`src/hdl/mfsr_pkg.sv`:
```
// ----------------------------------------------------------------------------
// mfsr_pkg
// Types, codes and character constants shared by the frame reassembler.
// ----------------------------------------------------------------------------
`default_nettype none

package mfsr_pkg;

  localparam int MAX_FRAMES_DEF = 32;

  localparam int CFG_IDX_W = 3;
  localparam int CFG_DATA_W = 8;
  localparam int FRAMES_W = 6;

  // ascii characters of the frame header
  localparam logic [7:0] SEQ_BASE    = 8'h30;
  localparam logic [7:0] SEQ_FIRST   = 8'h31;
  localparam logic [7:0] GROUP_CFG   = 8'h30;
  localparam logic [7:0] GROUP_HIGH  = 8'h31;
  localparam logic [7:0] GROUP_DATA  = 8'h32;
  localparam logic [7:0] SEQ_HIGH_ADJ = 8'h10;
  localparam logic [7:0] TYPE_SINGLE_LO = 8'h31;
  localparam logic [7:0] TYPE_SINGLE_HI = 8'h34;
  localparam logic [7:0] TYPE_DOUBLE_LO = 8'h35;
  localparam logic [7:0] TYPE_DOUBLE_HI = 8'h38;

  // register reset values
  localparam logic [7:0] STATION_RST = 8'd3;
  localparam logic [7:0] FUNCTION_RST = 8'd16;
  localparam logic [FRAMES_W-1:0] SINGLE_CFG_RST = 6'd13;
  localparam logic [FRAMES_W-1:0] DOUBLE_CFG_RST = 6'd19;
  localparam logic [FRAMES_W-1:0] SINGLE_DATA_RST = 6'd2;
  localparam logic [FRAMES_W-1:0] DOUBLE_DATA_RST = 6'd2;

  typedef enum logic [CFG_IDX_W-1:0] {
    REG_STATION     = 3'd0,
    REG_FUNCTION    = 3'd1,
    REG_SINGLE_CFG  = 3'd2,
    REG_DOUBLE_CFG  = 3'd3,
    REG_SINGLE_DATA = 3'd4,
    REG_DOUBLE_DATA = 3'd5
  } cfg_idx_t;

  typedef enum logic [2:0] {
    ACT_IGNORED   = 3'd0,
    ACT_FIRST     = 3'd1,
    ACT_NEXT      = 3'd2,
    ACT_DUPLICATE = 3'd3,
    ACT_BAD_TYPE  = 3'd4,
    ACT_SEQ_RESET = 3'd5,
    ACT_OVERRUN   = 3'd6
  } action_t;

  typedef enum logic [2:0] {
    MODE_NONE        = 3'd0,
    MODE_SINGLE_CFG  = 3'd1,
    MODE_DOUBLE_CFG  = 3'd2,
    MODE_SINGLE_DATA = 3'd3,
    MODE_DOUBLE_DATA = 3'd4
  } mode_t;

  typedef enum logic [1:0] {
    KIND_SINGLE_CFG  = 2'd0,
    KIND_DOUBLE_CFG  = 2'd1,
    KIND_SINGLE_DATA = 2'd2,
    KIND_DOUBLE_DATA = 2'd3
  } kind_t;

  typedef struct packed {
    logic [7:0] station_byte;
    logic [7:0] function_byte;
    logic [7:0] group_char;
    logic [7:0] sequence_char;
    logic [7:0] type_char;
  } frame_t;

  typedef struct packed {
    logic          acknowledge;
    action_t       action;
    logic          store_enable;
    logic [4:0]    slot_index;
    logic          message_complete;
    kind_t         message_kind;
  } result_t;

  typedef struct packed {
    logic [7:0]          station_address;
    logic [7:0]          function_code;
    logic [FRAMES_W-1:0] single_config_frames;
    logic [FRAMES_W-1:0] double_config_frames;
    logic [FRAMES_W-1:0] single_data_frames;
    logic [FRAMES_W-1:0] double_data_frames;
  } cfg_t;

endpackage

`default_nettype wire

```
`src/hdl/mfsr_if.sv`:
```
// ----------------------------------------------------------------------------
// mfsr_if
// Valid/ready channel interfaces for frame headers, results and register writes.
// ----------------------------------------------------------------------------
`default_nettype none

interface mfsr_in_if;
  logic       valid;
  logic       ready;
  logic [7:0] station_byte;
  logic [7:0] function_byte;
  logic [7:0] group_char;
  logic [7:0] sequence_char;
  logic [7:0] type_char;

  modport source (output valid, station_byte, function_byte, group_char,
                  sequence_char, type_char, input ready);
  modport sink (input valid, station_byte, function_byte, group_char,
                sequence_char, type_char, output ready);
endinterface

interface mfsr_out_if;
  logic       valid;
  logic       ready;
  logic       acknowledge;
  logic [2:0] action;
  logic       store_enable;
  logic [4:0] slot_index;
  logic       message_complete;
  logic [1:0] message_kind;

  modport source (output valid, acknowledge, action, store_enable, slot_index,
                  message_complete, message_kind, input ready);
  modport sink (input valid, acknowledge, action, store_enable, slot_index,
                message_complete, message_kind, output ready);
endinterface

interface mfsr_cfg_if;
  logic                           valid;
  logic                           ready;
  logic [mfsr_pkg::CFG_IDX_W-1:0]  index;
  logic [mfsr_pkg::CFG_DATA_W-1:0] data;

  modport source (output valid, index, data, input ready);
  modport sink (input valid, index, data, output ready);
endinterface

`default_nettype wire

```
`src/hdl/mfsr_cfg_regs.sv`:
```
// ----------------------------------------------------------------------------
// mfsr_cfg_regs
// Address match and message length registers, written over the config channel.
// ----------------------------------------------------------------------------
`default_nettype none

module mfsr_cfg_regs (
  input  wire logic        clk,
  input  wire logic        rst_n,
  mfsr_cfg_if.sink         cfg,
  output mfsr_pkg::cfg_t   regs
);

  mfsr_pkg::cfg_t regs_r;
  mfsr_pkg::cfg_t regs_nxt;

  assign cfg.ready = 1'b1;

  always_comb begin
    regs_nxt = regs_r;
    if (cfg.valid) begin
      unique case (cfg.index)
        mfsr_pkg::REG_STATION:     regs_nxt.station_address = cfg.data;
        mfsr_pkg::REG_FUNCTION:    regs_nxt.function_code = cfg.data;
        mfsr_pkg::REG_SINGLE_CFG:
          regs_nxt.single_config_frames = cfg.data[mfsr_pkg::FRAMES_W-1:0];
        mfsr_pkg::REG_DOUBLE_CFG:
          regs_nxt.double_config_frames = cfg.data[mfsr_pkg::FRAMES_W-1:0];
        mfsr_pkg::REG_SINGLE_DATA:
          regs_nxt.single_data_frames = cfg.data[mfsr_pkg::FRAMES_W-1:0];
        mfsr_pkg::REG_DOUBLE_DATA:
          regs_nxt.double_data_frames = cfg.data[mfsr_pkg::FRAMES_W-1:0];
        default: ;
      endcase
    end
  end

  always_ff @(posedge clk) begin
    if (!rst_n) begin
      regs_r.station_address      <= mfsr_pkg::STATION_RST;
      regs_r.function_code        <= mfsr_pkg::FUNCTION_RST;
      regs_r.single_config_frames <= mfsr_pkg::SINGLE_CFG_RST;
      regs_r.double_config_frames <= mfsr_pkg::DOUBLE_CFG_RST;
      regs_r.single_data_frames   <= mfsr_pkg::SINGLE_DATA_RST;
      regs_r.double_data_frames   <= mfsr_pkg::DOUBLE_DATA_RST;
    end else begin
      regs_r <= regs_nxt;
    end
  end

  assign regs = regs_r;

endmodule

`default_nettype wire

```
`src/hdl/mfsr_tracker.sv`:
```
// ----------------------------------------------------------------------------
// mfsr_tracker
// Per-frame header decision and message state (mode, expected sequence).
// ----------------------------------------------------------------------------
`default_nettype none

module mfsr_tracker #(
  parameter int MAX_FRAMES = mfsr_pkg::MAX_FRAMES_DEF
) (
  input  wire logic         clk,
  input  wire logic         rst_n,
  input  wire logic         step,
  input  mfsr_pkg::frame_t  frame,
  input  mfsr_pkg::cfg_t    regs,
  output mfsr_pkg::result_t res
);

  mfsr_pkg::mode_t mode_r;
  mfsr_pkg::mode_t mode_nxt;
  logic [7:0]      exp_r;
  logic [7:0]      exp_nxt;

  logic                          addressed;
  logic                          first_frame;
  logic                          type_single;
  logic                          type_double;
  logic [7:0]                    adj_seq;
  logic [8:0]                    slot_diff;
  logic                          check;
  logic [mfsr_pkg::FRAMES_W-1:0] frames;
  logic [7:0]                    limit;

  assign addressed = (frame.station_byte == regs.station_address) &&
                     (frame.function_byte == regs.function_code);
  assign first_frame = ((frame.group_char == mfsr_pkg::GROUP_CFG) ||
                        (frame.group_char == mfsr_pkg::GROUP_DATA)) &&
                       (frame.sequence_char == mfsr_pkg::SEQ_BASE);
  assign type_single = (frame.type_char >= mfsr_pkg::TYPE_SINGLE_LO) &&
                       (frame.type_char <= mfsr_pkg::TYPE_SINGLE_HI);
  assign type_double = (frame.type_char >= mfsr_pkg::TYPE_DOUBLE_LO) &&
                       (frame.type_char <= mfsr_pkg::TYPE_DOUBLE_HI);
  assign adj_seq = (frame.group_char == mfsr_pkg::GROUP_HIGH) ?
                   frame.sequence_char + mfsr_pkg::SEQ_HIGH_ADJ : frame.sequence_char;
  // bit 8 set means expected sequence sits below the base character
  assign slot_diff = {1'b0, exp_r} - {1'b0, mfsr_pkg::SEQ_BASE};

  always_comb begin
    res      = '0;
    mode_nxt = mode_r;
    exp_nxt  = exp_r;
    check    = 1'b1;
    frames   = '0;
    limit    = '0;
    if (addressed) begin
      res.acknowledge = 1'b1;
      if (first_frame) begin
        if (type_single || type_double) begin
          if (frame.group_char == mfsr_pkg::GROUP_CFG) begin
            mode_nxt = type_double ? mfsr_pkg::MODE_DOUBLE_CFG : mfsr_pkg::MODE_SINGLE_CFG;
          end else begin
            mode_nxt = type_double ? mfsr_pkg::MODE_DOUBLE_DATA : mfsr_pkg::MODE_SINGLE_DATA;
          end
          exp_nxt          = mfsr_pkg::SEQ_FIRST;
          res.action       = mfsr_pkg::ACT_FIRST;
          res.store_enable = 1'b1;
        end else begin
          res.action = mfsr_pkg::ACT_BAD_TYPE;
        end
      end else if (adj_seq == exp_r) begin
        if (slot_diff[8] || (slot_diff[7:0] >= 8'(MAX_FRAMES))) begin
          mode_nxt   = mfsr_pkg::MODE_NONE;
          exp_nxt    = mfsr_pkg::SEQ_BASE;
          res.action = mfsr_pkg::ACT_OVERRUN;
          check      = 1'b0;
        end else begin
          res.store_enable = 1'b1;
          res.slot_index   = slot_diff[4:0];
          exp_nxt          = exp_r + 8'd1;
          res.action       = mfsr_pkg::ACT_NEXT;
        end
      end else if (adj_seq == exp_r - 8'd1) begin
        res.action = mfsr_pkg::ACT_DUPLICATE;
      end else begin
        mode_nxt   = mfsr_pkg::MODE_NONE;
        exp_nxt    = mfsr_pkg::SEQ_BASE;
        res.action = mfsr_pkg::ACT_SEQ_RESET;
        check      = 1'b0;
      end

      // completion against the frame count of the open message
      if (check && (mode_nxt != mfsr_pkg::MODE_NONE)) begin
        unique case (mode_nxt)
          mfsr_pkg::MODE_SINGLE_CFG:  frames = regs.single_config_frames;
          mfsr_pkg::MODE_DOUBLE_CFG:  frames = regs.double_config_frames;
          mfsr_pkg::MODE_SINGLE_DATA: frames = regs.single_data_frames;
          default:                    frames = regs.double_data_frames;
        endcase
        limit = mfsr_pkg::SEQ_BASE + {2'b00, frames};
        if (exp_nxt == limit) begin
          res.message_complete = 1'b1;
          case (mode_nxt)
            mfsr_pkg::MODE_SINGLE_CFG:  res.message_kind = mfsr_pkg::KIND_SINGLE_CFG;
            mfsr_pkg::MODE_DOUBLE_CFG:  res.message_kind = mfsr_pkg::KIND_DOUBLE_CFG;
            mfsr_pkg::MODE_SINGLE_DATA: res.message_kind = mfsr_pkg::KIND_SINGLE_DATA;
            default:                    res.message_kind = mfsr_pkg::KIND_DOUBLE_DATA;
          endcase
          mode_nxt = mfsr_pkg::MODE_NONE;
          exp_nxt  = mfsr_pkg::SEQ_BASE;
        end else if (exp_nxt > limit) begin
          mode_nxt         = mfsr_pkg::MODE_NONE;
          exp_nxt          = mfsr_pkg::SEQ_BASE;
          res.action       = mfsr_pkg::ACT_OVERRUN;
          res.store_enable = 1'b0;
          res.slot_index   = 5'd0;
        end
      end
    end
  end

  always_ff @(posedge clk) begin
    if (!rst_n) begin
      mode_r <= mfsr_pkg::MODE_NONE;
      exp_r  <= mfsr_pkg::SEQ_BASE;
    end else if (step) begin
      mode_r <= mode_nxt;
      exp_r  <= exp_nxt;
    end
  end

endmodule

`default_nettype wire

```
`src/hdl/multi_frame_sequence_reassembler.sv`:
```
// ----------------------------------------------------------------------------
// multi_frame_sequence_reassembler
// Header filter and sequence tracker for multi-frame bus messages.
// ----------------------------------------------------------------------------
// Takes one frame header per beat and returns one result beat per frame. A new
// header is accepted every cycle unless the result side stalls; a result passes
// through the input register, then the decision logic and message state update,
// then the result register. Throughput is one frame per cycle, set by the
// single decision stage that reads and writes the message state. Stalls on the
// result side hold both registers and back-pressure the input. Register writes
// are taken every cycle and must only happen while no frame is in flight.
`default_nettype none

module multi_frame_sequence_reassembler #(
  parameter int MAX_FRAMES = mfsr_pkg::MAX_FRAMES_DEF
) (
  input  wire logic  clk,
  input  wire logic  rst_n,
  mfsr_in_if.sink    in_ch,
  mfsr_out_if.source out_ch,
  mfsr_cfg_if.sink   cfg_ch
);

  mfsr_pkg::cfg_t    regs;
  mfsr_pkg::frame_t  in_frame_r;
  logic              in_valid_r;
  logic              in_valid_nxt;
  mfsr_pkg::result_t res;
  mfsr_pkg::result_t out_res_r;
  logic              out_valid_r;
  logic              out_valid_nxt;
  logic              advance;
  logic              in_take;

  mfsr_cfg_regs u_cfg (
    .clk   (clk),
    .rst_n (rst_n),
    .cfg   (cfg_ch),
    .regs  (regs)
  );

  mfsr_tracker #(
    .MAX_FRAMES (MAX_FRAMES)
  ) u_trk (
    .clk   (clk),
    .rst_n (rst_n),
    .step  (advance),
    .frame (in_frame_r),
    .regs  (regs),
    .res   (res)
  );

  // decision stage fires when the result register is free or being emptied
  assign advance = in_valid_r && (!out_valid_r || out_ch.ready);
  assign in_ch.ready = !in_valid_r || advance;
  assign in_take = in_ch.valid && in_ch.ready;

  assign in_valid_nxt = in_take || (in_valid_r && !advance);
  assign out_valid_nxt = advance || (out_valid_r && !out_ch.ready);

  always_ff @(posedge clk) begin
    if (!rst_n) begin
      in_valid_r  <= 1'b0;
      out_valid_r <= 1'b0;
    end else begin
      in_valid_r  <= in_valid_nxt;
      out_valid_r <= out_valid_nxt;
    end
  end

  always_ff @(posedge clk) begin
    if (in_take) begin
      in_frame_r.station_byte  <= in_ch.station_byte;
      in_frame_r.function_byte <= in_ch.function_byte;
      in_frame_r.group_char    <= in_ch.group_char;
      in_frame_r.sequence_char <= in_ch.sequence_char;
      in_frame_r.type_char     <= in_ch.type_char;
    end
    if (advance) begin
      out_res_r <= res;
    end
  end

  assign out_ch.valid            = out_valid_r;
  assign out_ch.acknowledge      = out_res_r.acknowledge;
  assign out_ch.action           = out_res_r.action;
  assign out_ch.store_enable     = out_res_r.store_enable;
  assign out_ch.slot_index       = out_res_r.slot_index;
  assign out_ch.message_complete = out_res_r.message_complete;
  assign out_ch.message_kind     = out_res_r.message_kind;

endmodule

`default_nettype wire
```
`src/flat_wrapper.sv`:
```
// flat-port wrapper written by rule: the top's interface ports become plain ports
module multi_frame_sequence_reassembler_flat 
#(
  parameter int MAX_FRAMES = mfsr_pkg::MAX_FRAMES_DEF
)
  (clk, rst_n, in_ch_valid, in_ch_station_byte, in_ch_function_byte, in_ch_group_char, in_ch_sequence_char, in_ch_type_char, in_ch_ready, out_ch_valid, out_ch_acknowledge, out_ch_action, out_ch_store_enable, out_ch_slot_index, out_ch_message_complete, out_ch_message_kind, out_ch_ready, cfg_ch_valid, cfg_ch_index, cfg_ch_data, cfg_ch_ready);
  mfsr_in_if in_ch_i ();
  mfsr_out_if out_ch_i ();
  mfsr_cfg_if cfg_ch_i ();
  input  wire logic clk;
  input  wire logic rst_n;
  input wire logic [$bits(in_ch_i.valid)-1:0] in_ch_valid;
  input wire logic [$bits(in_ch_i.station_byte)-1:0] in_ch_station_byte;
  input wire logic [$bits(in_ch_i.function_byte)-1:0] in_ch_function_byte;
  input wire logic [$bits(in_ch_i.group_char)-1:0] in_ch_group_char;
  input wire logic [$bits(in_ch_i.sequence_char)-1:0] in_ch_sequence_char;
  input wire logic [$bits(in_ch_i.type_char)-1:0] in_ch_type_char;
  output wire logic [$bits(in_ch_i.ready)-1:0] in_ch_ready;
  output wire logic [$bits(out_ch_i.valid)-1:0] out_ch_valid;
  output wire logic [$bits(out_ch_i.acknowledge)-1:0] out_ch_acknowledge;
  output wire logic [$bits(out_ch_i.action)-1:0] out_ch_action;
  output wire logic [$bits(out_ch_i.store_enable)-1:0] out_ch_store_enable;
  output wire logic [$bits(out_ch_i.slot_index)-1:0] out_ch_slot_index;
  output wire logic [$bits(out_ch_i.message_complete)-1:0] out_ch_message_complete;
  output wire logic [$bits(out_ch_i.message_kind)-1:0] out_ch_message_kind;
  input wire logic [$bits(out_ch_i.ready)-1:0] out_ch_ready;
  input wire logic [$bits(cfg_ch_i.valid)-1:0] cfg_ch_valid;
  input wire logic [$bits(cfg_ch_i.index)-1:0] cfg_ch_index;
  input wire logic [$bits(cfg_ch_i.data)-1:0] cfg_ch_data;
  output wire logic [$bits(cfg_ch_i.ready)-1:0] cfg_ch_ready;
  assign in_ch_i.valid = in_ch_valid;
  assign in_ch_i.station_byte = in_ch_station_byte;
  assign in_ch_i.function_byte = in_ch_function_byte;
  assign in_ch_i.group_char = in_ch_group_char;
  assign in_ch_i.sequence_char = in_ch_sequence_char;
  assign in_ch_i.type_char = in_ch_type_char;
  assign in_ch_ready = in_ch_i.ready;
  assign out_ch_valid = out_ch_i.valid;
  assign out_ch_acknowledge = out_ch_i.acknowledge;
  assign out_ch_action = out_ch_i.action;
  assign out_ch_store_enable = out_ch_i.store_enable;
  assign out_ch_slot_index = out_ch_i.slot_index;
  assign out_ch_message_complete = out_ch_i.message_complete;
  assign out_ch_message_kind = out_ch_i.message_kind;
  assign out_ch_i.ready = out_ch_ready;
  assign cfg_ch_i.valid = cfg_ch_valid;
  assign cfg_ch_i.index = cfg_ch_index;
  assign cfg_ch_i.data = cfg_ch_data;
  assign cfg_ch_ready = cfg_ch_i.ready;
  multi_frame_sequence_reassembler #(.MAX_FRAMES(MAX_FRAMES)) u_core (.clk(clk), .rst_n(rst_n), .in_ch(in_ch_i), .out_ch(out_ch_i), .cfg_ch(cfg_ch_i));
endmodule
```
`config.mk`:
```
export PLATFORM = sky130hd
export DESIGN_NAME = multi_frame_sequence_reassembler_flat
export DESIGN_NICKNAME = d
export VERILOG_FILES = /design/src/hdl/mfsr_pkg.sv /design/src/hdl/mfsr_if.sv /design/src/hdl/mfsr_cfg_regs.sv /design/src/hdl/mfsr_tracker.sv /design/src/hdl/multi_frame_sequence_reassembler.sv /design/src/flat_wrapper.sv
export SDC_FILE = /design/constraint.sdc
export NUM_CORES = 1
export LEC_CHECK = 0
export BUFFER_PORTS_ARGS = -buffer_cell sky130_fd_sc_hd__buf_2
export CORE_MARGIN = 1
export CORE_UTILIZATION = 63
export CTS_CLUSTER_DIAMETER = 60
export DETAILED_ROUTE_END_ITERATION = 6
export PLACE_DENSITY = 0.84
export SLEW_MARGIN = 15
export SYNTH_ARGS = -nofsm -noshare
export SYNTH_HDL_FRONTEND = slang
export SYNTH_SLANG_ARGS = --single-unit
export TNS_END_PERCENT = 1
```
`constraint.sdc`:
```
create_clock -name clk -period 7.8 [get_ports clk]
set_input_delay 0 -clock clk [delete_from_list [all_inputs] [get_ports clk]]
set_output_delay 0 -clock clk [all_outputs]
set_load 0.01 [all_outputs]
```
---- After elaboration in Yosys (flattened, before gate mapping) ----
Index checks and enable logic that the tools add are counted.
cells by class
  add/sub/neg operators ................... 5
  order comparisons ....................... 6
  equal/unequal tests ..................... 17
  muxes and demuxes ....................... 45
  reductions and logical operators ........ 31
operator list
  cell                                                               count
  two-way mux 8 bit                                                  10
  two-way mux 3 bit                                                  16
  equality test 8 x 6 -> 1 bit, second input constant                4
  equality test 8 bit                                                4
  greater-or-equal comparator 8 x 6 -> 1 bit, second input constant  3
  two-way mux 6 bit                                                  4
  two-way mux 9 bit                                                  2
  one-hot mux 6 bit (3 select lines)                                 1
  <= comparator 8 x 6 -> 1 bit, second input constant                2
  AND reduction 2 bit                                                8
  two-way mux 13 bit                                                 1
  equality test 3 x 2 -> 1 bit, second input constant                4
  two-way mux 12 bit                                                 1
  logical AND 1 bit                                                  9
  subtractor 8 x 6 -> 9 bit, second input constant                   1
  adder 8 x 1 -> 8 bit, second input constant                        1
  adder 8 x 5 -> 8 bit, second input constant                        1
  equality test 8 x 7 -> 1 bit                                       1
  > comparator 8 x 7 -> 1 bit                                        1
  subtractor 8 x 1 -> 8 bit, second input constant                   1
  adder 6 x 6 -> 7 bit, first input constant                         1
  logical OR 1 bit                                                   7
  equality test 3 x 1 -> 1 bit, second input constant                2
  equality test 3 bit, second input constant                         2
  other kinds (9)                                                    17
word-level totals
  register bits after elaboration ......... 106
  input bits .............................. 56
  output and inout bits ................... 16
  word-level logic and storage cells ...... 125

---- Logic depth before layout (Yosys ltp) ----
Gate-level depths: netlist of run 1.
  depth in word-level cells ............... 17
  mapped depth ............................ 21
  mapped depth without buffers ............ 19

---- Modules after synthesis ----
A second synthesis of run 1 with hierarchy kept.
second synthesis, totals
  cells, all modules ...................... 503
  area total of the unflattened synthesis .. 5418.9 sq um
modules (own cells, without submodules)
  module                            instances  cells each  area an instance (sq um)  seq. area each (sq um)
  mfsr_tracker                      1          288         2154.6                    220.2
  multi_frame_sequence_reassembler  1          62          1695.4                    1631.6
  mfsr_cfg_regs                     1          153         1569.0                    800.8

---- Worst setup path before layout of run 1 ----
No wires, ideal clock.
  path kind ............................... reg2reg
  from .................................... register u_core.in_frame_r[17] (netlist name)
  to ...................................... register u_core.out_res_r, in the netlist u_core.out_ch.action[1] (data pin)
  setup time .............................. 0.255 ns
  data arrival time ....................... 3.955 ns
  required time ........................... 7.545 ns
  setup slack ............................. 3.590 ns
  stages on the path, launching flop included .. 18
  path buffers ............................ 1
  clock period less this slack ............ 4.210 ns
  cells stage by stage .................... edfxtp_1 -> or4b_1 -> or4_1 -> nand3_2 -> xor2_2 -> nor3_1 -> o31ai_1 -> clkbuf_1 -> o22ai_1 -> ha_1 -> ha_1 -> or3_1 -> o21ai_0 -> a21oi_1 -> a21o_1 -> nand2_1 -> a21oi_2 -> o21a_1
between the ends
  word-level cells in the longest chain between the ends .. 16
  elaborated cells on any way between the ends .. 39
  classes of those cells .................. 1 x add/sub; 1 x order compare; 9 x eq/ne; 24 x mux; 4 x reduce/logical
RTL lines
  element                                                                       line                                    source
  start: declaration                                                            multi_frame_sequence_reassembler.sv:25  mfsr_pkg::frame_t in_frame_r;
  equality test 8 x 6 -> 1 bit                                                  mfsr_tracker.sv:42                      assign adj_seq = (frame.group_char == mfsr_pkg::GROUP_HIGH) ?
  two-way mux 8 bit                                                             mfsr_tracker.sv:42
  equality test 8 bit                                                           mfsr_tracker.sv:81                      end else if (adj_seq == exp_r - 8'd1) begin
  two-way mux 3 bit                                                             mfsr_tracker.sv:81
  two-way mux 3 bit                                                             mfsr_tracker.sv:69                      end else if (adj_seq == exp_r) begin
  two-way mux 3 bit                                                             mfsr_tracker.sv:56                      if (first_frame) begin
  two-way mux 3 bit                                                             mfsr_tracker.sv:54                      if (addressed) begin
  equality test 3 x 2 -> 1 bit or equality test 3 x 1 -> 1 bit (tied branches)  mfsr_tracker.sv:92                      unique case (mode_nxt)
  one-hot mux 6 bit (3 select lines)                                            mfsr_tracker.sv:92
  two-way mux 6 bit                                                             mfsr_tracker.sv:91                      if (check && (mode_nxt != mfsr_pkg::MODE_NONE)) begin
  two-way mux 6 bit                                                             mfsr_tracker.sv:54
  adder 6 x 6 -> 7 bit                                                          mfsr_tracker.sv:98                      limit = mfsr_pkg::SEQ_BASE + {2'b00, frames};
  > comparator 8 x 7 -> 1 bit                                                   mfsr_tracker.sv:109                     end else if (exp_nxt > limit) begin
  two-way mux 9 bit                                                             mfsr_tracker.sv:109
  two-way mux 9 bit                                                             mfsr_tracker.sv:99                      if (exp_nxt == limit) begin
  two-way mux 12 bit (*)                                                        mfsr_tracker.sv:91
  end signal: assignment                                                        multi_frame_sequence_reassembler.sv:80  out_res_r <= res;
  end: declaration                                                              multi_frame_sequence_reassembler.sv:29  mfsr_pkg::result_t out_res_r;
Every way passes the cells marked *; elsewhere a longest branch is shown, timed or not. The select of a mux whose other input is x is not followed.
A chain may end at the register's enable or synchronous reset.

---- Worst setup path after layout of run 1 ----
  from .................................... register u_core.in_frame_r[13] (netlist name)
  to ...................................... register u_core.u_trk.exp_r[5]
between the ends
  word-level cells in the longest chain between the ends .. 16
  elaborated cells on any way between the ends .. 32
  classes of those cells .................. 2 x add/sub; 1 x order compare; 7 x eq/ne; 19 x mux; 3 x reduce/logical
RTL lines
  element                                                                       line                 source
  adder 8 x 5 -> 8 bit                                                          mfsr_tracker.sv:43   frame.sequence_char + mfsr_pkg::SEQ_HIGH_ADJ : frame.sequence_char;
  two-way mux 8 bit                                                             mfsr_tracker.sv:42
  equality test 8 bit                                                           mfsr_tracker.sv:81
  two-way mux 3 bit                                                             mfsr_tracker.sv:81
  two-way mux 3 bit                                                             mfsr_tracker.sv:69
  two-way mux 3 bit                                                             mfsr_tracker.sv:56
  two-way mux 3 bit                                                             mfsr_tracker.sv:54
  equality test 3 x 2 -> 1 bit or equality test 3 x 1 -> 1 bit (tied branches)  mfsr_tracker.sv:92
  one-hot mux 6 bit (3 select lines)                                            mfsr_tracker.sv:92
  two-way mux 6 bit                                                             mfsr_tracker.sv:91
  two-way mux 6 bit                                                             mfsr_tracker.sv:54
  adder 6 x 6 -> 7 bit                                                          mfsr_tracker.sv:98
  > comparator 8 x 7 -> 1 bit                                                   mfsr_tracker.sv:109
  two-way mux 8 bit                                                             mfsr_tracker.sv:109
  two-way mux 8 bit                                                             mfsr_tracker.sv:99
  two-way mux 8 bit (*)                                                         mfsr_tracker.sv:91
  end signal: assignment                                                        mfsr_tracker.sv:123  exp_r <= mfsr_pkg::SEQ_BASE;
  end signal: assignment                                                        mfsr_tracker.sv:126  exp_r <= exp_nxt;
  end: declaration                                                              mfsr_tracker.sv:20   logic [7:0] exp_r;
Marked as above.

==> impl_results.md, run 1 <==
* Worst slew pin tran at 1.13 ns
* Crit path cell chain: ha_1, nor3b_1, and4_1, and2_1, mux2i_1, nand2_1, a31oi_1, o22ai_1, ha_1, ha_1, or3_1, o21ai_0, a21oi_1, o21a_1, nor2_1, a21oi_1, o31a_1
* Number of setup violations in the final report at 0
* Slowest cell on the critical path: mux2i_1
* Switching part of the total at 25.0%
* Clock latency on the worst-skew pair at 0.39 ns
* Vias in the first global route at 4856
* Site Rows at 33
* Htree depth at 3
* Post-Syn Instances at 553
* CP required at 8.09 ns
* Final WS setup at 2.44 ns
* Drt wl/cell at 20.3 µm
* Pin count of the biggest net entering global routing at 46
* Fraction of registers with async set/reset at 0%
* DR vias at 4981
* Synth warn at 0
* Num CTS Buffers at 9
* RSZ-0062 raised after global routing: no
* Syn Nets at 626
* Fin. Hold Viols at 0
* R2R depth at 17
* Commonest non-fill, non-tap cell in the layout: nand2_1
* Non-Filler Instances at 774
* Synthesized cell area at 5550 µm²
* Total track usage at 36.2%
* Commonest non-fill, non-tap cells in the layout: 91 x nand2_1, 70 x buf_2, 53 x edfxtp_1, 53 x dfxtp_1, 50 x dlygate4sd3_1
* Worst setup EP type: flip-flop
* Outcome: completed
* Leak Pwr at 2.73 nW
* Skew final at 0.0259 ns
* Hold Crit Class: input port to flip-flop
* Cell Int Power at 847 µW
* Reg2Reg Setup Slack at 2.44 ns
* Post-synthesis compound-gate area fraction at 12.8%
* CTS Hold Buffers Added at 50
* 1st-iter DRT viols at 538
* Switch Pwr at 283 µW
* RePlAce Congestion at 0.974
* Core area at 8380 µm²
* CTS tree: done
* Average cell area after synthesis at 10.0 µm²
* Die height at 95.8 µm
* Fin Hold WS at 0.0802 ns
* Most Frequent Cell on Critical Path: ha_1
* PostCTS Resize Cnt at 0
* Post-Place Cells at 708
* Min cycle time layout at 5.36 ns
* Share of cells above drive strength 1 at 15.8%
* Post-synth EDFFs at 53
* Setup crit start kind: flip-flop
* Clock Tree Buf Depth at 2
* IR drop worst, VDD at 0.000199 V
* Final slew viol count at 0
* Clock slew at reported path FFs at 0.12 ns
* Port buffer count at 70
* Top delay family on crit path: simple AND/OR/NAND/NOR gates
* Critical path type: flip-flop to flip-flop
* F_max at 0.187 GHz
* CP Depth at 17
* Chip width at 95.8 µm
* Total negative slack at 0 ns
* DRC viols at 0
* Largest family of logic cells by synthesized area: simple AND/OR/NAND/NOR gates
* First-pass DRT Iterations at 5
* Post-synthesis xor/xnor area fraction at 6.41%
* CTS sink count at 106
* Nets at 737
* Slowest stage delay, CP at 0.82 ns
* First-pass GRT wire length at 24400 µm
* Largest fanout on the critical path at 14
* Power share of the clock group at 36.0%
* Post-Synth Simple-Gate Area at 21.6%
* Seq/Total Area, Yosys at 47.8%
* Yosys cell types at 62
* Post-Synth Adder-Cell Area at 3.83%
* Hold path depth at 2
* Comb power frac at 9.1%
* Pwr Density at 168 nW/µm²
* Number of setup buffers added after CTS at 0
* Area Growth Syn to Fin at 20.9%
* Final HPWL DP at 9080 µm
* WP buf/inv at 0
* Share of power burned in registers at 54.9%
* Top FF cell, synth: edfxtp_1
* Worst Path Arrival at 5.65 ns
* Antenna violations before repair at 0
* Tot Pwr at 1.13 mW
* Flops & latches, synth at 106
* Period utilisation layout at 68.7%
* Fillcell total at 517
* Starting Density at 66.2%
* Antenna Nets Post-Route at 0
* Mux cell area share after synthesis at 4.90%
* Aggregate global routing overflow at 0
* Worst slack, placed at 2.78 ns
* Ports at 72
* Avg Vias per Cell at 6.44
* Inserted Diodes at 0
* Total Wirelength at 15700 µm
* Full die area at 9180 µm²
* Max Cap Viol at 0
* Rel. slew slack at 24.0%
* Root Driver: clkbuf_8
## synthesized netlist by cell type (8+ instances only)
library cell,count,area share [%]
edfxtp_1,53,29
nand4_1,9,1.0
a21oi_1,18,1.6
and3_1,8,0.90
nor2_1,27,1.8
nand2_1,91,6.2
mux2i_1,26,4.7
xnor2_1,12,1.9
o31ai_1,10,1.4
dfxtp_1,53,19
nor2b_1,25,2.8
ha_1,17,3.8
nor3_1,8,0.72
a21boi_0,14,1.9
o21ai_0,13,1.2
xor2_1,19,3.0
nand3_1,10,0.90
clkbuf_1,21,1.4
inv_1,12,0.81
## metrics by stage
step                      util (%)  area, µm²
after global placement        71.1       5960
final                         80.0       6710
after floorplan                  -       5550
after CTS                     80.0       6710
after global routing          80.0       6710
after detailed placement      71.1       5960
## final timing paths
kind / from / end
hold / removal: rst_n / u_core.u_cfg.regs[1]
setup reg to reg: u_core.in_frame_r[13] / u_core.u_trk.exp_r[5]
hold reg to reg: u_core.u_trk.mode_r[2] / u_core.u_trk.mode_r[2]
setup / recovery: u_core.in_frame_r[13] / u_core.u_trk.exp_r[5]
## sequential cells by signal, indices dropped and copies added, names as in the netlist
register	count
u_core.in_frame_r	40
u_core.u_cfg.regs	40
u_core.u_trk.exp_r	8
u_core.out_ch.slot_index	5
u_core.out_ch.action	3
u_core.u_trk.mode_r	3
u_core.out_ch.message_kind	2
u_core.in_valid_r	1
u_core.out_ch.acknowledge	1
u_core.out_ch.message_complete	1
u_core.out_ch.store_enable	1
u_core.out_ch.valid	1
## metal layers
layer	vias to the layer above	part of all wire [%]	global-route usage, %
met5	-	0	0
met4	0	4.8	17.3
met3	81	8.6	7.98
met2	354	49	61.3
met1	2328	38	43.8
li1	2218	-	-
## power by group through the flow
| stage | Clock (mW) | Sequential (mW) | Combinational, mW |
|---|---|---|---|
| 2_1_floorplan | 0 | 0.629 | 0.0460 |
| 3_3_place_gp | 0 | 0.629 | 0.0735 |
| 3_5_place_dp | 0 | 0.630 | 0.0758 |
| 4_1_cts | 0.403 | 0.617 | 0.0952 |
| 5_1_grt | 0.427 | 0.621 | 0.110 |
| 6_report | 0.407 | 0.620 | 0.103 |
## worst reg2reg max path, cell delays in order, from the launching register on
cell and delay [ns]:
edfxtp_1 0.45, ha_1 0.28, nor3b_1 0.37, and4_1 0.56, and2_1 0.38, mux2i_1 0.82
nand2_1 0.14, a31oi_1 0.27, o22ai_1 0.13, ha_1 0.28, ha_1 0.20, or3_1 0.34
o21ai_0 0.07, a21oi_1 0.08, o21a_1 0.18, nor2_1 0.22, a21oi_1 0.17, o31a_1 0.31
## cell families after synthesis
| kind of cell | after synthesis |
|---|---|
| and+or+nand+nor | 227 |
| DFF | 106 |
| AOI/OAI and AO/OA | 104 |
| buffers and inverters | 36 |
| xor gates and xnor gates | 35 |
| muxes | 27 |
| adders and majority gates | 17 |
| other | 1 |
## area by class of cell
type	instances	area [µm²]	share of cell area (%)
clock inverter	7	118	1.75
tap	105	131	1.96
multi-input combinational	411	2760	41.1
clock buffer	9	124	1.85
timing repair buffer	124	881	13.1
sequential	106	2650	39.5
inverter	12	45.0	0.672
Power figures use the tool's default switching activity.
==> run 2, diff against run 1 <==
--- a/config.mk
+++ b/config.mk
@@ -7,10 +7,10 @@
 export LEC_CHECK = 0
 export BUFFER_PORTS_ARGS = -buffer_cell sky130_fd_sc_hd__buf_2
 export CORE_MARGIN = 1
-export CORE_UTILIZATION = 63
+export CORE_UTILIZATION = 52
 export CTS_CLUSTER_DIAMETER = 60
 export DETAILED_ROUTE_END_ITERATION = 6
-export PLACE_DENSITY = 0.84
+export PLACE_DENSITY = 0.74
 export SLEW_MARGIN = 15
 export SYNTH_ARGS = -nofsm -noshare
 export SYNTH_HDL_FRONTEND = slang
==> constraint.sdc (replaced) <==
create_clock -name clk -period 4.5 [get_ports clk]
set_input_delay 0 -clock clk [delete_from_list [all_inputs] [get_ports clk]]
set_output_delay 0 -clock clk [all_outputs]
set_load 0.01 [all_outputs]
==> run 2 against run 1 <==
  * Global-route usage shrank 11 points
  * Cell area grew 2.5%
  * Utilization shrank 13 points
  * Worst hold slack gained 0.016 ns
  * Clock power grew 33%
  * Combinational power grew 66%
  * Clock skew shrank 0.0085 ns
  * Largest power group unchanged
  * Highest routed layer unchanged
==> impl_results.md, run 2 (synthesis results as in run 1) <==
* Period utilisation layout at 97.1%
* Num CTS Buffers at 9
* Final slew viol count at 0
* Worst slack, placed at 0.0773 ns
* Final HPWL DP at 9400 µm
* Skew final at 0.0174 ns
* Placed Area at 6150 µm²
* Most Frequent Cell on Critical Path: buf_4
* Tot Pwr at 1.78 mW
* Number of setup violations in the final report at 0
* Critical path type: flip-flop to flip-flop
* Post-Place Cells at 757
* Total track usage at 25.3%
* Core area at 10300 µm²
* Max Cap Viol at 0
* Vias in the first global route at 4370
* Chip width at 105 µm
* Ports at 72
* Top delay family on crit path: simple AND/OR/NAND/NOR gates
* Share of cells above drive strength 1 at 18.4%
* Total Wirelength at 13500 µm
* Reg2Reg Setup Slack at 0.13 ns
* RePlAce Congestion at 0.939
* Root Driver: clkbuf_8
* Final WS setup at 0.130 ns
* Min cycle time layout at 4.37 ns
* Fillcell total at 784
* Leak Pwr at 2.82 nW
* CTS sink count at 106
* Full die area at 11100 µm²
* Area Growth Syn to Fin at 23.9%
* F_max at 0.229 GHz
* Die height at 105 µm
* Antenna Nets Post-Route at 0
* Fin. Hold Viols at 0
* Worst slew pin tran at 1.11 ns
* Final instance area at 6870 µm²
* Htree depth at 3
* WP buf/inv at 2
* Clock slew at reported path FFs at 0.11 ns
* DRC viols at 0
* Worst Path Arrival at 4.51 ns
* Starting Density at 53.7%
* Slowest stage delay, CP at 0.55 ns
* CP Depth at 16
* Rel. slew slack at 25.7%
* Nets at 758
* First-pass DRT Iterations at 5
* R2R depth at 16
* IR drop worst, VDD at 0.000187 V
* Aggregate global routing overflow at 0
* Largest fanout on the critical path at 8
* Non-Filler Instances at 826
* Pin count of the biggest net entering global routing at 46
* Worst setup EP type: flip-flop
* Clock latency on the worst-skew pair at 0.38 ns
* Pwr Density at 260 nW/µm²
* Commonest non-fill, non-tap cell in the layout: nand2_1
* First-pass GRT wire length at 21700 µm
* Setup crit start kind: flip-flop
* 1st-iter DRT viols at 238
* End of the critical path: u_core.out_ch.action[1]
* Final core occ at 66.6%
* Slowest cell on the critical path: or4b_1
* FF-to-FF Start: u_core.in_frame_r[17]
* DR vias at 4594
* Worst Setup SP: u_core.in_frame_r[17]
* Outcome: completed
* Drt wl/cell at 16.4 µm
* Clock Tree Buf Depth at 2
* CP required at 4.64 ns
* Inserted Diodes at 0
* Site Rows at 37
* Hold Crit Class: input port to flip-flop
* Crit path cell chain: or4b_1, or4_1, nand3_2, xor2_2, buf_4, o41ai_1, buf_4, o31ai_1, ha_1, or3_1, o21ai_0, a21oi_1, a21o_1, nand2_1, a21oi_4, o21a_1
* CTS tree: done
* Avg Vias per Cell at 5.56
* Commonest non-fill, non-tap cells in the layout: 91 x nand2_1, 70 x buf_2, 53 x edfxtp_1, 53 x dfxtp_1, 51 x dlygate4sd3_1
* Antenna violations before repair at 0
* R2r endpoint: u_core.out_ch.action[1]
* Port buffer count at 70
[run 2: cell types whose count changed in the layout (fill, tap and decap cells not counted), moves of 2 or more]
cell       before  now
buf_4           4   23
bufinv_16       2    0
clkbuf_1        0    2
inv_8           3    0
[run 2: worst min path at each step]
stage	endpoint	cells past startpoint	startpoint
floorplan	u_core.in_frame_r[0]	0	in_ch_type_char[0]
global placement	u_core.in_frame_r[36]	1	in_ch_station_byte[4]
finish	u_core.u_cfg.regs[18]	2	rst_n
detailed placement	u_core.in_frame_r[5]	1	in_ch_type_char[5]
CTS	u_core.u_cfg.regs[18]	2	rst_n
global route	u_core.u_cfg.regs[13]	2	rst_n
[run 2: where the power goes]
part	internal [mW]	switching, mW
combinational	0.0905	0.0810
clock	0.218	0.325
sequential	1.05	0.0206
total	1.36	0.426
[run 2: worst reg2reg max path: stages (launching register included)]
cell and delay, ns:
edfxtp_1 0.44, or4b_1 0.55, or4_1 0.43, nand3_2 0.15, xor2_2 0.19, buf_4 0.15, o41ai_1 0.06, buf_4 0.18
o31ai_1 0.52, ha_1 0.35, or3_1 0.30, o21ai_0 0.08, a21oi_1 0.08, a21o_1 0.19, nand2_1 0.12, a21oi_4 0.12
o21a_1 0.22
[run 2: final cells by class]
cell class,instances,area [µm²],share of cell area [%]
Multi-Input combinational cell,411,2780,40.5
Sequential cell,106,2650,38.6
Tap cell,136,170,2.48
Clock buffer,12,145,2.11
Inverter,12,45.0,0.655
Timing Repair Buffer,145,1050,15.3
Clock inverter,4,26.3,0.382
[run 2: routing by layer]
layer	wire length [µm]	GRT usage, %	vias up
met4	226	9.05	0
met2	6610	42.8	150
met3	653	4.39	21
met5	0	0	-
li1	-	-	2255
met1	6040	32.6	2168
[run 2: per-stage QoR]
step / setup TNS (ns) / hold WS, ns
floorplan: 0 / 0.0989
CTS: 0 / 0.0988
finish: 0 / 0.0960
global placement: 0 / 0.176
global route: -0.0193 / 0.130
detailed placement: 0 / 0.178
[run 2: what timing repair did]
item,CTS,global route
endpoints found under the setup margin,0,18
setup buffers,0,2
gates resized for setup,0,5
hold buffers,51,0
endpoints found under the hold margin,75,0
